[config.mk]
export PLATFORM = sky130hd
export DESIGN_NAME = gamepad_report_conditioner_top
export DESIGN_NICKNAME = d
export VERILOG_FILES = /design/src/rtl/gprc_pkg.sv /design/src/rtl/gprc_band.sv /design/src/rtl/gamepad_report_conditioner_top.sv
export SDC_FILE = /design/constraint.sdc
export NUM_CORES = 1
export LEC_CHECK = 0
export BUFFER_PORTS_ARGS = -buffer_cell sky130_fd_sc_hd__buf_2
export CAP_MARGIN = 5
export CORE_UTILIZATION = 30
export CTS_BUF_LIST = sky130_fd_sc_hd__clkbuf_8
export DETAILED_ROUTE_END_ITERATION = 8
export GPL_ROUTABILITY_DRIVEN = 0
export PLACE_DENSITY = 0.53
export SYNTH_ARGS = -nofsm -noshare
export SYNTH_HDL_FRONTEND = slang
export SYNTH_SLANG_ARGS = --single-unit
[constraint.sdc]
create_clock -name i_clk -period 23.9 [get_ports i_clk]
set_input_delay 3.585 -clock i_clk [delete_from_list [all_inputs] [get_ports i_clk]]
set_output_delay 3.585 -clock i_clk [all_outputs]
set_load 0.02 [all_outputs]
[src/rtl/gprc_pkg.sv]
// ----------------------------------------------------------------------------
// gprc_pkg
// Types, constants and helper functions of the gamepad report conditioner.
// ----------------------------------------------------------------------------
`timescale 1ns / 1ps

package gprc_pkg;

    localparam int CFG_ADDR_W = 3;

    localparam logic [CFG_ADDR_W-1:0] CFG_WALK_RADIUS  = 3'd0;
    localparam logic [CFG_ADDR_W-1:0] CFG_JOG_RADIUS   = 3'd1;
    localparam logic [CFG_ADDR_W-1:0] CFG_RUN_RADIUS   = 3'd2;
    localparam logic [CFG_ADDR_W-1:0] CFG_FIRST_DELAY  = 3'd3;
    localparam logic [CFG_ADDR_W-1:0] CFG_REPEAT_PER   = 3'd4;

    localparam logic [7:0]  RST_WALK_RADIUS = 8'd48;
    localparam logic [7:0]  RST_JOG_RADIUS  = 8'd88;
    localparam logic [7:0]  RST_RUN_RADIUS  = 8'd122;
    localparam logic [7:0]  RST_FIRST_DELAY = 8'd32;
    localparam logic [7:0]  RST_REPEAT_PER  = 8'd10;
    localparam logic [15:0] RST_WALK_SQ     = 16'd2304;
    localparam logic [15:0] RST_JOG_SQ      = 16'd7744;
    localparam logic [15:0] RST_RUN_SQ      = 16'd14884;

    localparam logic [15:0] DIR_MASK    = 16'hF000;
    localparam logic [15:0] NONDIR_MASK = 16'h0FFF;
    localparam logic [15:0] DIR_UP      = 16'h1000;
    localparam logic [15:0] DIR_RIGHT   = 16'h2000;
    localparam logic [15:0] DIR_DOWN    = 16'h4000;
    localparam logic [15:0] DIR_LEFT    = 16'h8000;

    localparam logic [1:0] GAIT_IDLE = 2'd0;
    localparam logic [1:0] GAIT_WALK = 2'd1;
    localparam logic [1:0] GAIT_JOG  = 2'd2;
    localparam logic [1:0] GAIT_RUN  = 2'd3;

    localparam logic [7:0] AXIS_CENTER = 8'h80;
    localparam logic [7:0] AXIS_LOW_TH = 8'h10;
    localparam logic [7:0] AXIS_HI_TH  = 8'hE1;
    localparam logic [7:0] QUANT_MASK  = 8'hFC;

    typedef struct packed {
        logic [15:0] walk_sq;
        logic [15:0] jog_sq;
        logic [15:0] run_sq;
    } t_gait_sq;

    typedef struct packed {
        logic [7:0] x;
        logic [7:0] y;
        logic [1:0] gait;
    } t_stick;

    // Round to a multiple of four, saturating at the top code.
    function automatic logic [7:0] quant(input logic [7:0] v);
        logic [8:0] t;
        t = {1'b0, v} + 9'd2;
        return t[8] ? QUANT_MASK : (t[7:0] & QUANT_MASK);
    endfunction

    function automatic logic [15:0] axis_dir(input logic [7:0] v, input logic is_y);
        logic [15:0] d;
        d = '0;
        if (v < AXIS_LOW_TH) begin
            d = is_y ? DIR_UP : DIR_LEFT;
        end else if (v >= AXIS_HI_TH) begin
            d = is_y ? DIR_DOWN : DIR_RIGHT;
        end
        return d;
    endfunction

    // Up beats down, right beats left.
    function automatic t_stick dir_to_stick(input logic [15:0] b);
        t_stick s;
        s.x    = AXIS_CENTER;
        s.y    = AXIS_CENTER;
        s.gait = GAIT_RUN;
        priority if ((b & DIR_UP) != '0) begin
            if ((b & DIR_RIGHT) != '0) begin
                s.x = 8'hF0;
                s.y = 8'h10;
            end else if ((b & DIR_LEFT) != '0) begin
                s.x = 8'h10;
                s.y = 8'h10;
            end else begin
                s.y = 8'h00;
            end
        end else if ((b & DIR_DOWN) != '0) begin
            if ((b & DIR_RIGHT) != '0) begin
                s.x = 8'hF0;
                s.y = 8'hF0;
            end else if ((b & DIR_LEFT) != '0) begin
                s.x = 8'h10;
                s.y = 8'hF0;
            end else begin
                s.y = 8'hFF;
            end
        end else if ((b & DIR_RIGHT) != '0) begin
            s.x = 8'hFF;
        end else if ((b & DIR_LEFT) != '0) begin
            s.x = 8'h00;
        end else begin
            s.gait = GAIT_IDLE;
        end
        return s;
    endfunction

endpackage

[src/rtl/gprc_band.sv]
// ----------------------------------------------------------------------------
// gprc_band
// Classifies the left stick radius into one of four gait bands against
// squared radius thresholds.
// ----------------------------------------------------------------------------
`timescale 1ns / 1ps

module gprc_band
    import gprc_pkg::*;
(
    input  logic [7:0] i_x,
    input  logic [7:0] i_y,
    input  t_gait_sq   i_thr,
    output logic [1:0] o_band
);

    logic [7:0]  dx_abs;
    logic [7:0]  dy_abs;
    logic [15:0] dx_sq;
    logic [15:0] dy_sq;
    logic [15:0] r2;

    // Distance from center is at most 128, so it fits eight bits.
    assign dx_abs = i_x[7] ? {1'b0, i_x[6:0]} : (AXIS_CENTER - i_x);
    assign dy_abs = i_y[7] ? {1'b0, i_y[6:0]} : (AXIS_CENTER - i_y);
    assign dx_sq  = 16'(dx_abs) * 16'(dx_abs);
    assign dy_sq  = 16'(dy_abs) * 16'(dy_abs);
    assign r2     = dx_sq + dy_sq;

    always_comb begin
        priority if (r2 <= i_thr.walk_sq) begin
            o_band = GAIT_IDLE;
        end else if (r2 <= i_thr.jog_sq) begin
            o_band = GAIT_WALK;
        end else if (r2 <= i_thr.run_sq) begin
            o_band = GAIT_JOG;
        end else begin
            o_band = GAIT_RUN;
        end
    end

endmodule

[src/rtl/gamepad_report_conditioner_top.sv]
// ----------------------------------------------------------------------------
// gamepad_report_conditioner_top
// Conditions raw gamepad reports into held, pressed and auto-repeat masks,
// stick bytes and a gait band.
// ----------------------------------------------------------------------------
// One report is taken per cycle while the input register can take it; a
// stalled output holds the flow. The report lands in an input register,
// then a single pass of logic (band compare, stick mapping, edge and
// repeat update) loads the conditioned state, which is the result register.
// A stalled output holds one more report in the input register before
// ready drops. A report with non-zero status returns accepted low and the
// retained state. Radius thresholds are squared when written, so no
// squaring of thresholds is needed at run time.
`timescale 1ns / 1ps

module gamepad_report_conditioner_top
    import gprc_pkg::*;
(
    input  logic                  i_clk,
    input  logic                  i_rst_n,
    input  logic                  i_cfg_we,
    input  logic [CFG_ADDR_W-1:0] i_cfg_addr,
    input  logic [7:0]            i_cfg_wdata,
    input  logic                  i_in_valid,
    output logic                  o_in_ready,
    input  logic [7:0]            i_status_byte,
    input  logic [7:0]            i_raw_buttons_high,
    input  logic [7:0]            i_raw_buttons_low,
    input  logic [7:0]            i_raw_right_x,
    input  logic [7:0]            i_raw_right_y,
    input  logic [7:0]            i_raw_left_x,
    input  logic [7:0]            i_raw_left_y,
    input  logic                  i_port_number,
    input  logic                  i_analog_mode,
    output logic                  o_out_valid,
    input  logic                  i_out_ready,
    output logic                  o_accepted,
    output logic [15:0]           o_held_buttons,
    output logic [15:0]           o_new_presses,
    output logic [15:0]           o_repeat_buttons,
    output logic [7:0]            o_left_x,
    output logic [7:0]            o_left_y,
    output logic [7:0]            o_right_x,
    output logic [7:0]            o_right_y,
    output logic [1:0]            o_gait_band
);

    // configuration
    t_gait_sq   r_thr;
    logic [7:0] r_first_delay;
    logic [7:0] r_period;
    logic [15:0] cfg_sq;

    // input register
    logic       r_in_valid;
    logic [7:0] r_in_status;
    logic [7:0] r_in_btn_hi;
    logic [7:0] r_in_btn_lo;
    logic [7:0] r_in_rx;
    logic [7:0] r_in_ry;
    logic [7:0] r_in_lx;
    logic [7:0] r_in_ly;
    logic       r_in_port;
    logic       r_in_analog;

    // conditioned state, also the result register
    logic        r_out_valid;
    logic        r_accepted;
    logic [15:0] r_held;
    logic [15:0] r_pressed;
    logic [15:0] r_repeat;
    logic [7:0]  r_countdown;
    logic [7:0]  r_lx;
    logic [7:0]  r_ly;
    logic [7:0]  r_rx;
    logic [7:0]  r_ry;
    logic [1:0]  r_gait;

    logic [15:0] n_held;
    logic [15:0] n_pressed;
    logic [15:0] n_repeat;
    logic [7:0]  n_countdown;
    logic [7:0]  n_lx;
    logic [7:0]  n_ly;
    logic [7:0]  n_rx;
    logic [7:0]  n_ry;
    logic [1:0]  n_gait;

    logic        advance;
    logic        report_ok;
    logic [15:0] held_raw;
    logic [15:0] dir_now;
    logic [15:0] dir_prev;
    logic [7:0]  cnt_dec;
    logic [1:0]  band;
    t_stick      dstk;

    assign cfg_sq = 16'(i_cfg_wdata) * 16'(i_cfg_wdata);

    always_ff @(posedge i_clk) begin
        if (!i_rst_n) begin
            r_thr.walk_sq <= RST_WALK_SQ;
            r_thr.jog_sq  <= RST_JOG_SQ;
            r_thr.run_sq  <= RST_RUN_SQ;
            r_first_delay <= RST_FIRST_DELAY;
            r_period      <= RST_REPEAT_PER;
        end else if (i_cfg_we) begin
            unique case (i_cfg_addr)
                CFG_WALK_RADIUS: r_thr.walk_sq <= cfg_sq;
                CFG_JOG_RADIUS:  r_thr.jog_sq  <= cfg_sq;
                CFG_RUN_RADIUS:  r_thr.run_sq  <= cfg_sq;
                CFG_FIRST_DELAY: r_first_delay <= i_cfg_wdata;
                CFG_REPEAT_PER:  r_period      <= i_cfg_wdata;
                default: ;
            endcase
        end
    end

    // Advance when the result slot is empty or being drained.
    assign advance    = r_in_valid && (!r_out_valid || i_out_ready);
    assign o_in_ready = !r_in_valid || advance;

    always_ff @(posedge i_clk) begin
        if (!i_rst_n) begin
            r_in_valid <= 1'b0;
        end else if (o_in_ready) begin
            r_in_valid <= i_in_valid;
        end
    end

    always_ff @(posedge i_clk) begin
        if (o_in_ready && i_in_valid) begin
            r_in_status <= i_status_byte;
            r_in_btn_hi <= i_raw_buttons_high;
            r_in_btn_lo <= i_raw_buttons_low;
            r_in_rx     <= i_raw_right_x;
            r_in_ry     <= i_raw_right_y;
            r_in_lx     <= i_raw_left_x;
            r_in_ly     <= i_raw_left_y;
            r_in_port   <= i_port_number;
            r_in_analog <= i_analog_mode;
        end
    end

    gprc_band u_band (
        .i_x    (r_in_lx),
        .i_y    (r_in_ly),
        .i_thr  (r_thr),
        .o_band (band)
    );

    assign report_ok = (r_in_status == 8'd0);
    assign held_raw  = ~{r_in_btn_hi, r_in_btn_lo};
    assign dstk      = dir_to_stick(held_raw);

    always_comb begin
        n_held = held_raw;
        n_lx   = dstk.x;
        n_ly   = dstk.y;
        n_gait = dstk.gait;
        n_rx   = r_rx;
        n_ry   = r_ry;
        if (r_in_analog) begin
            n_rx = r_in_rx;
            n_ry = r_in_ry;
            if (band == GAIT_IDLE) begin
                // Centered stick on port 0 with a direction held: keep the pad mapping.
                if (r_in_port || ((held_raw & DIR_MASK) == '0)) begin
                    n_lx   = r_in_lx;
                    n_ly   = r_in_ly;
                    n_gait = GAIT_IDLE;
                end
            end else begin
                if (!r_in_port) begin
                    n_held = (held_raw & NONDIR_MASK) | axis_dir(r_in_lx, 1'b0)
                           | axis_dir(r_in_ly, 1'b1);
                end
                n_lx   = quant(r_in_lx);
                n_ly   = quant(r_in_ly);
                n_gait = band;
            end
        end
    end

    assign n_pressed = n_held & ~r_held;
    assign dir_now   = n_held & DIR_MASK;
    assign dir_prev  = r_held & DIR_MASK;
    assign cnt_dec   = r_countdown - 8'd1;

    always_comb begin
        priority if ((dir_now != dir_prev) || (dir_now == '0)) begin
            // restart the delay on any direction change or release
            n_countdown = r_first_delay;
            n_repeat    = n_pressed;
        end else if (cnt_dec == 8'd0) begin
            n_countdown = r_period;
            n_repeat    = dir_now | (n_pressed & NONDIR_MASK);
        end else begin
            n_countdown = cnt_dec;
            n_repeat    = n_pressed & NONDIR_MASK;
        end
    end

    always_ff @(posedge i_clk) begin
        if (!i_rst_n) begin
            r_out_valid <= 1'b0;
        end else if (advance) begin
            r_out_valid <= 1'b1;
        end else if (i_out_ready) begin
            r_out_valid <= 1'b0;
        end
    end

    always_ff @(posedge i_clk) begin
        if (!i_rst_n) begin
            r_accepted  <= 1'b0;
            r_held      <= '0;
            r_pressed   <= '0;
            r_repeat    <= '0;
            r_countdown <= '0;
            r_lx        <= '0;
            r_ly        <= '0;
            r_rx        <= '0;
            r_ry        <= '0;
            r_gait      <= GAIT_IDLE;
        end else if (advance) begin
            r_accepted <= report_ok;
            // drop the report but keep the state when status is bad
            if (report_ok) begin
                r_held      <= n_held;
                r_pressed   <= n_pressed;
                r_repeat    <= n_repeat;
                r_countdown <= n_countdown;
                r_lx        <= n_lx;
                r_ly        <= n_ly;
                r_rx        <= n_rx;
                r_ry        <= n_ry;
                r_gait      <= n_gait;
            end
        end
    end

    assign o_out_valid      = r_out_valid;
    assign o_accepted       = r_accepted;
    assign o_held_buttons   = r_held;
    assign o_new_presses    = r_pressed;
    assign o_repeat_buttons = r_repeat;
    assign o_left_x         = r_lx;
    assign o_left_y         = r_ly;
    assign o_right_x        = r_rx;
    assign o_right_y        = r_ry;
    assign o_gait_band      = r_gait;

endmodule

After elaboration in Yosys (flattened, before gate mapping)
Index checks and enable logic that the tools add are counted.
Widths: inputs -> output; s select.
{ "word_totals": {"regBits": 215, "latchBits": 0, "ram_bits": 0, "romBits": 0, "out_inout_bits": 85, "word_cells": 124, "mem_count": 0} }
{ "classes": {"addsub": 6, "multipliers": 3, "div": 0, "magnitude_cmp": 7, "n_eq_ne": 5, "n_shift": 0, "mux": 49, "bitwise": 6, "reduce_logical": 22} }
{ "ops": {"columns": ["op", "n"], "rows": [
  ["$mux 16", 15],
  ["$mux 8", 17],
  ["$le 16x16->1", 3],
  ["$mul 8x8->16", 3],
  ["$logic_not 16->1", 2],
  ["$not 16->16", 2],
  ["$mux 15", 2],
  ["$add 8x2->9 const B", 2],
  ["$mux 2", 9],
  ["$add 16x16->16", 1],
  ["$and 16x16->16", 1],
  ["$ge 8x8->1 const B", 2],
  ["$logic_not 8->1", 2],
  ["$lt 8x5->1 const B", 2],
  ["$or 12x16->16", 1],
  ["$or 16x12->16", 1],
  ["$or 16x16->16", 1],
  ["$sub 8x8->8 const A", 2],
  ["$mux 14", 1],
  ["$reduce_and 2->1", 6],
  ["$sub 8x1->8 const B", 1],
  ["$eq 3x2->1 const B", 2],
  ["$mux 5", 1],
  ["$logic_or 1x1->1", 4],
  ["other kinds (11)", 15]
]} }

Depth between registers and ports, before layout
{ "logic_depth": {"word_depth": 20, "mapped_depth": 40, "ltp_nobuf": 38} }

By module
A second synthesis with hierarchy kept.
{ "hier_totals": {"cells_unflattened": 1632, "hier_area_um2": 14385.0} }
{ "by_module_without_submodules": {"columns": ["mod", "instances", "cells_each", "area_each_um2"], "rows": [
  ["gamepad_report_conditioner_top", 1, 1047, 9636.7],
  ["gprc_band", 1, 585, 4748.3]
]} }

Least setup slack after synthesis
OpenSTA, ideal clock, no wires.
{ "synth_timing": {"kind": "register -> register", "startpoint": "register r_in_lx[0]", "endpoint": "register r_countdown[1]", "setup_ns": 0.088, "t_arrival_ns": 9.590, "t_required_ns": 23.812, "setup_slack_ns": 14.221, "stages_incl_launch_ff": 37, "path_buffers": 2, "path_cell_list": "edfxtp_1 -> clkbuf_1 -> inv_1 -> ha_1 -> a31oi_1 -> xor2_1 -> nand2_1 -> fa_1 -> fa_1 -> inv_1 -> fa_1 -> fa_1 -> inv_1 -> fa_1 -> fa_1 -> inv_1 -> ha_1 -> o21ai_0 -> a21boi_0 -> o41a_1 -> a41o_1 -> o41ai_1 -> xnor2_1 -> ha_1 -> nand4_1 -> or3_1 -> o32a_2 -> a2111oi_4 -> mux2_2 -> inv_1 -> ha_1 -> nand4_1 -> a41oi_1 -> mux2i_1 -> buf_2 -> nand2_1 -> a311oi_2"} }
{ "synth_between": {"elab_chain_len": 14} }
{ "synth_lines": {"columns": ["item", "line", "text"], "rows": [
  ["start: declaration", "gamepad_report_conditioner_top.sv:61", "logic [7:0] r_in_lx;"],
  ["start signal: assignment", "gamepad_report_conditioner_top.sv:138", "r_in_lx <= i_raw_left_x;"],
  ["$sub 8x8->8", "gprc_band.sv:24", "assign dx_abs = i_x[7] ? {1'b0, i_x[6:0]} : (AXIS_CENTER - i_x);"],
  ["$mux 8", "gprc_band.sv:24", null],
  ["$mul 8x8->16", "gprc_band.sv:26", "assign dx_sq = 16'(dx_abs) * 16'(dx_abs);"],
  ["$add 16x16->16", "gprc_band.sv:28", "assign r2 = dx_sq + dy_sq;"],
  ["$le 16x16->1", "gprc_band.sv:35", "end else if (r2 <= i_thr.run_sq) begin"],
  ["$mux 1", "gprc_band.sv:35", null],
  ["$mux 2", "gprc_band.sv:33", "end else if (r2 <= i_thr.jog_sq) begin"],
  ["$mux 2", "gprc_band.sv:31", "priority if (r2 <= i_thr.walk_sq) begin"],
  ["$logic_not 2->1", "gamepad_report_conditioner_top.sv:166", "if (band == GAIT_IDLE) begin"],
  ["$mux 16 *", "gamepad_report_conditioner_top.sv:166", null],
  ["$mux 16 *", "gamepad_report_conditioner_top.sv:163", "if (r_in_analog) begin"],
  ["net n_held[12]", "gamepad_report_conditioner_top.sv:79", "logic [15:0] n_held;"],
  ["$logic_not 16->1 / $ne 4x4->1 (equally long branches)", "gamepad_report_conditioner_top.sv:191", "priority if ((dir_now != dir_prev) || (dir_now == '0)) begin"],
  ["$logic_or 1x1->1 *", "gamepad_report_conditioner_top.sv:191", null],
  ["$mux 8 *", "gamepad_report_conditioner_top.sv:191", null],
  ["end signal: assignment", "gamepad_report_conditioner_top.sv:233", "r_countdown <= n_countdown;"],
  ["end: declaration", "gamepad_report_conditioner_top.sv:72", "logic [7:0] r_countdown;"]
]} }
Mark *: on every way through the listed nets, which the timed path passes. The rest lies on a longest branch. The select of a mux whose other input is x is not followed.
A chain may end at the register's enable or synchronous reset.

Worst setup path after layout
{ "layout_timing": {"startpoint": "register r_in_lx[2]", "endpoint": "register r_countdown[1]"} }
Same word-level chain as after synthesis.

==> results.ini <==
[outcome]
status=finished with violations
violations=design-rule violations

[drt]
num_vias=11300
ant_nets=0
wl_mm=36.9
drt-pass1-iter-count=7
drc=4
drt_iter0_markers=714
wire_per_inst_microns=15.8
vias_per_cell=4.86

[timing]
setup_tns_ps=0
hold_viol=0
finalCritPeriodShare_pct=44.4
fin_skew_ps=19.4
setup_slack_ps=13290
rsz0062_at_grt=no
whs_ps=461
slew_headroom_pct=34.2
final_max_slew_viol_count=0
finalSetupViolCount=0
worst_pin_slew_ps=983
max_freq_ghz=0.0943
fin_crit_ps=10610

[synthesis]
synth-seq-area-share_pct=32.2
post-synth-top-area-cell=dfxtp_1
synth_common_cells=inv_1, nand2_1, ha_1, dfxtp_1, nor2_1
synth_top_area_share_pct=19.9
synth_area_per_cell_sq_um=8.98
synth-edff-count=58
synth-seq-cells=200
yosys_warnings=0
synthTopCellsByArea=dfxtp_1, fa_1, ha_1
ys.flop_type=dfxtp_1
syn_inst=1587
yosys.cell_types.count=65
postSynth.asyncResetShare_pct=0
netlist_area_sq_mm=0.0143
synthMostInstantiatedCell=inv_1

[clocking]
clockBufferDepth=2
clkLatencyLatePin_ps=500
ctsResizeCount=0
path_clk_slew_ps=120
clock_sinks=200
cts_tree=done
cts_buffers=17
cts_setup_buffers=0
htreeDepth=4
holdBufCountCts=0
cts_root_buf=clkbuf_8

[final_layout]
drive_above_1_share_pct=12.7
seq_area_sq_mm=0.00458
postLayoutCoreUtil_pct=34.3
multi_input_area_sq_mm=0.00861
nFillCells=4860
area_growth_pct=12.4
final_nets=2025

[global_routing]
grt_pass1_wl_mm=58.6
antenna_found_initial=2
grt_max_degree=69
grt-ovfl-total=0
grt_usage_pct=15.4
grt_pass1_vias=11000

[floorplanning]
die_w_microns=220
start_util_pct=30.5
die_h_microns=220
core_sq_mm=0.0468
fp-row-count=79
pin_count=159
die-area_sq_mm=0.0484

[placement]
dpl.hpwl_mm=28.7
place_ws_ps=13390
port_buffers=158

[worst_hold_path]
hold_class=reg2reg
worstHoldPathCells=2

[run]
maxCapViolations=0

[critical_path]
critical_path.slowest_cell=xnor2_1
crit_path_end_kind=register
required_ps=24300
critPathArrivalTime_ps=11010
critPathKind=reg2reg
path_common_cell=fa_1
cp-start-kind=register
cp_max_fo=18
reg2regPathDepth=36
slowest_delay_ps=640

-- registers in the layout, indices dropped and copies added, names as in the netlist, 2 cells and up --
register          count
r_thr                45
o_held_buttons       16
o_new_presses        16
o_left_x              8
o_left_y              8
o_right_x             8
o_right_y             8
r_countdown           8
r_first_delay         8
r_in_btn_hi           8
r_in_btn_lo           8
r_in_lx               8
r_in_ly               8
r_in_rx               8
r_in_ry               8
r_in_status           8
r_period              8
o_repeat_buttons      4
o_gait_band           2
-- worst max-delay path: cells and delay by family (launching register included) --
| kind | cells | cell delay [ps] |
|---|---|---|
| buffers and inverters | 6 | 620 |
| multiplexers | 2 | 520 |
| XOR/XNOR | 2 | 820 |
| AO/OA/AOI/OAI | 11 | 2880 |
| flip-flops | 1 | 450 |
| AND/OR/NAND/NOR | 5 | 1190 |
| adder cells (fa/ha/maj) | 10 | 4020 |
-- through the flow --
step / instances / instance area (sq um)
after CTS: 2327 / 16000
final: 2328 / 16000
after global placement: 2295 / 15600
after detailed placement: 2295 / 15600
after floorplan: 1597 / 14300
after global routing: 2327 / 16000
-- metal layers --
metal  part of all wire [%]  GRT usage, %  up-vias
met5                  0.024             0        -
met4                    1.8          4.25        2
met3                    5.1          3.62       41
met2                     48          25.8      257
met1                     45          19.6     5470
li1                       -             -     5536
-- cells by family (layout without fill, tap and decap cells) --
logic type	count (synthesis)	in the layout	synth area share, %
xor gates and xnor gates	50	50	3.07
buffers and inverters	283	406	7.78
muxes	11	11	0.816
other	2	13	0.0527
AOI/OAI and AO/OA	286	286	13.1
and+or+nand+nor	511	511	16.3
adders and majority gates	244	244	26.7
DFF	200	200	32.2
-- final timing paths --
check        slack, ps              to    startpoint
max              13290  r_countdown[1]    r_in_lx[2]
min                460    o_right_x[7]  o_right_x[7]
max reg2reg      13290  r_countdown[1]    r_in_lx[2]
min reg2reg        460    o_right_x[7]  o_right_x[7]
-- cells in the final DEF (no fill, tap or decap), drive strengths merged, types with 6 or more instances in the layout --
| cell type | synthesis | routed |
|---|---|---|
| a211oi | 20 | 20 |
| inv | 208 | 217 |
| nand4 | 21 | 21 |
| nand2 | 202 | 202 |
| o21ai | 31 | 31 |
| a21oi | 114 | 114 |
| nand3 | 22 | 22 |
| o21a | 6 | 6 |
| buf | 16 | 166 |
| xor2 | 11 | 11 |
| nand2b | 6 | 6 |
| o211ai | 20 | 20 |
| clkbuf | 59 | 17 |
| conb | 2 | 12 |
| fa | 100 | 100 |
| and3 | 14 | 14 |
| a31oi | 17 | 17 |
| edfxtp | 58 | 58 |
| a21o | 21 | 21 |
| nor4 | 10 | 10 |
| dfxtp | 142 | 142 |
| nor2 | 133 | 133 |
| o311ai | 8 | 8 |
| nor2b | 12 | 12 |
| ha | 144 | 144 |
| xnor2 | 39 | 39 |
| or2 | 6 | 6 |
| nor3 | 30 | 30 |
| or3 | 7 | 7 |
| and2 | 29 | 29 |
| clkinv | 0 | 6 |
| mux2i | 6 | 6 |
-- final cells by class --
| cell class | instances | share of cell area, % |
|---|---|---|
| Clock inverter | 15 | 1.27 |
| Antenna cell | 1 | 0.0156 |
| Multi-Input combinational cell | 1114 | 53.7 |
| Sequential cell | 200 | 28.6 |
| Inverter | 208 | 4.88 |
| Tap cell | 607 | 4.74 |
| Clock buffer | 17 | 1.46 |
| Timing Repair Buffer | 166 | 5.31 |
Power is left out: the tool's default activity adds up to more than one toggle a clock period on the data nets, which glitch-free logic cannot reach.
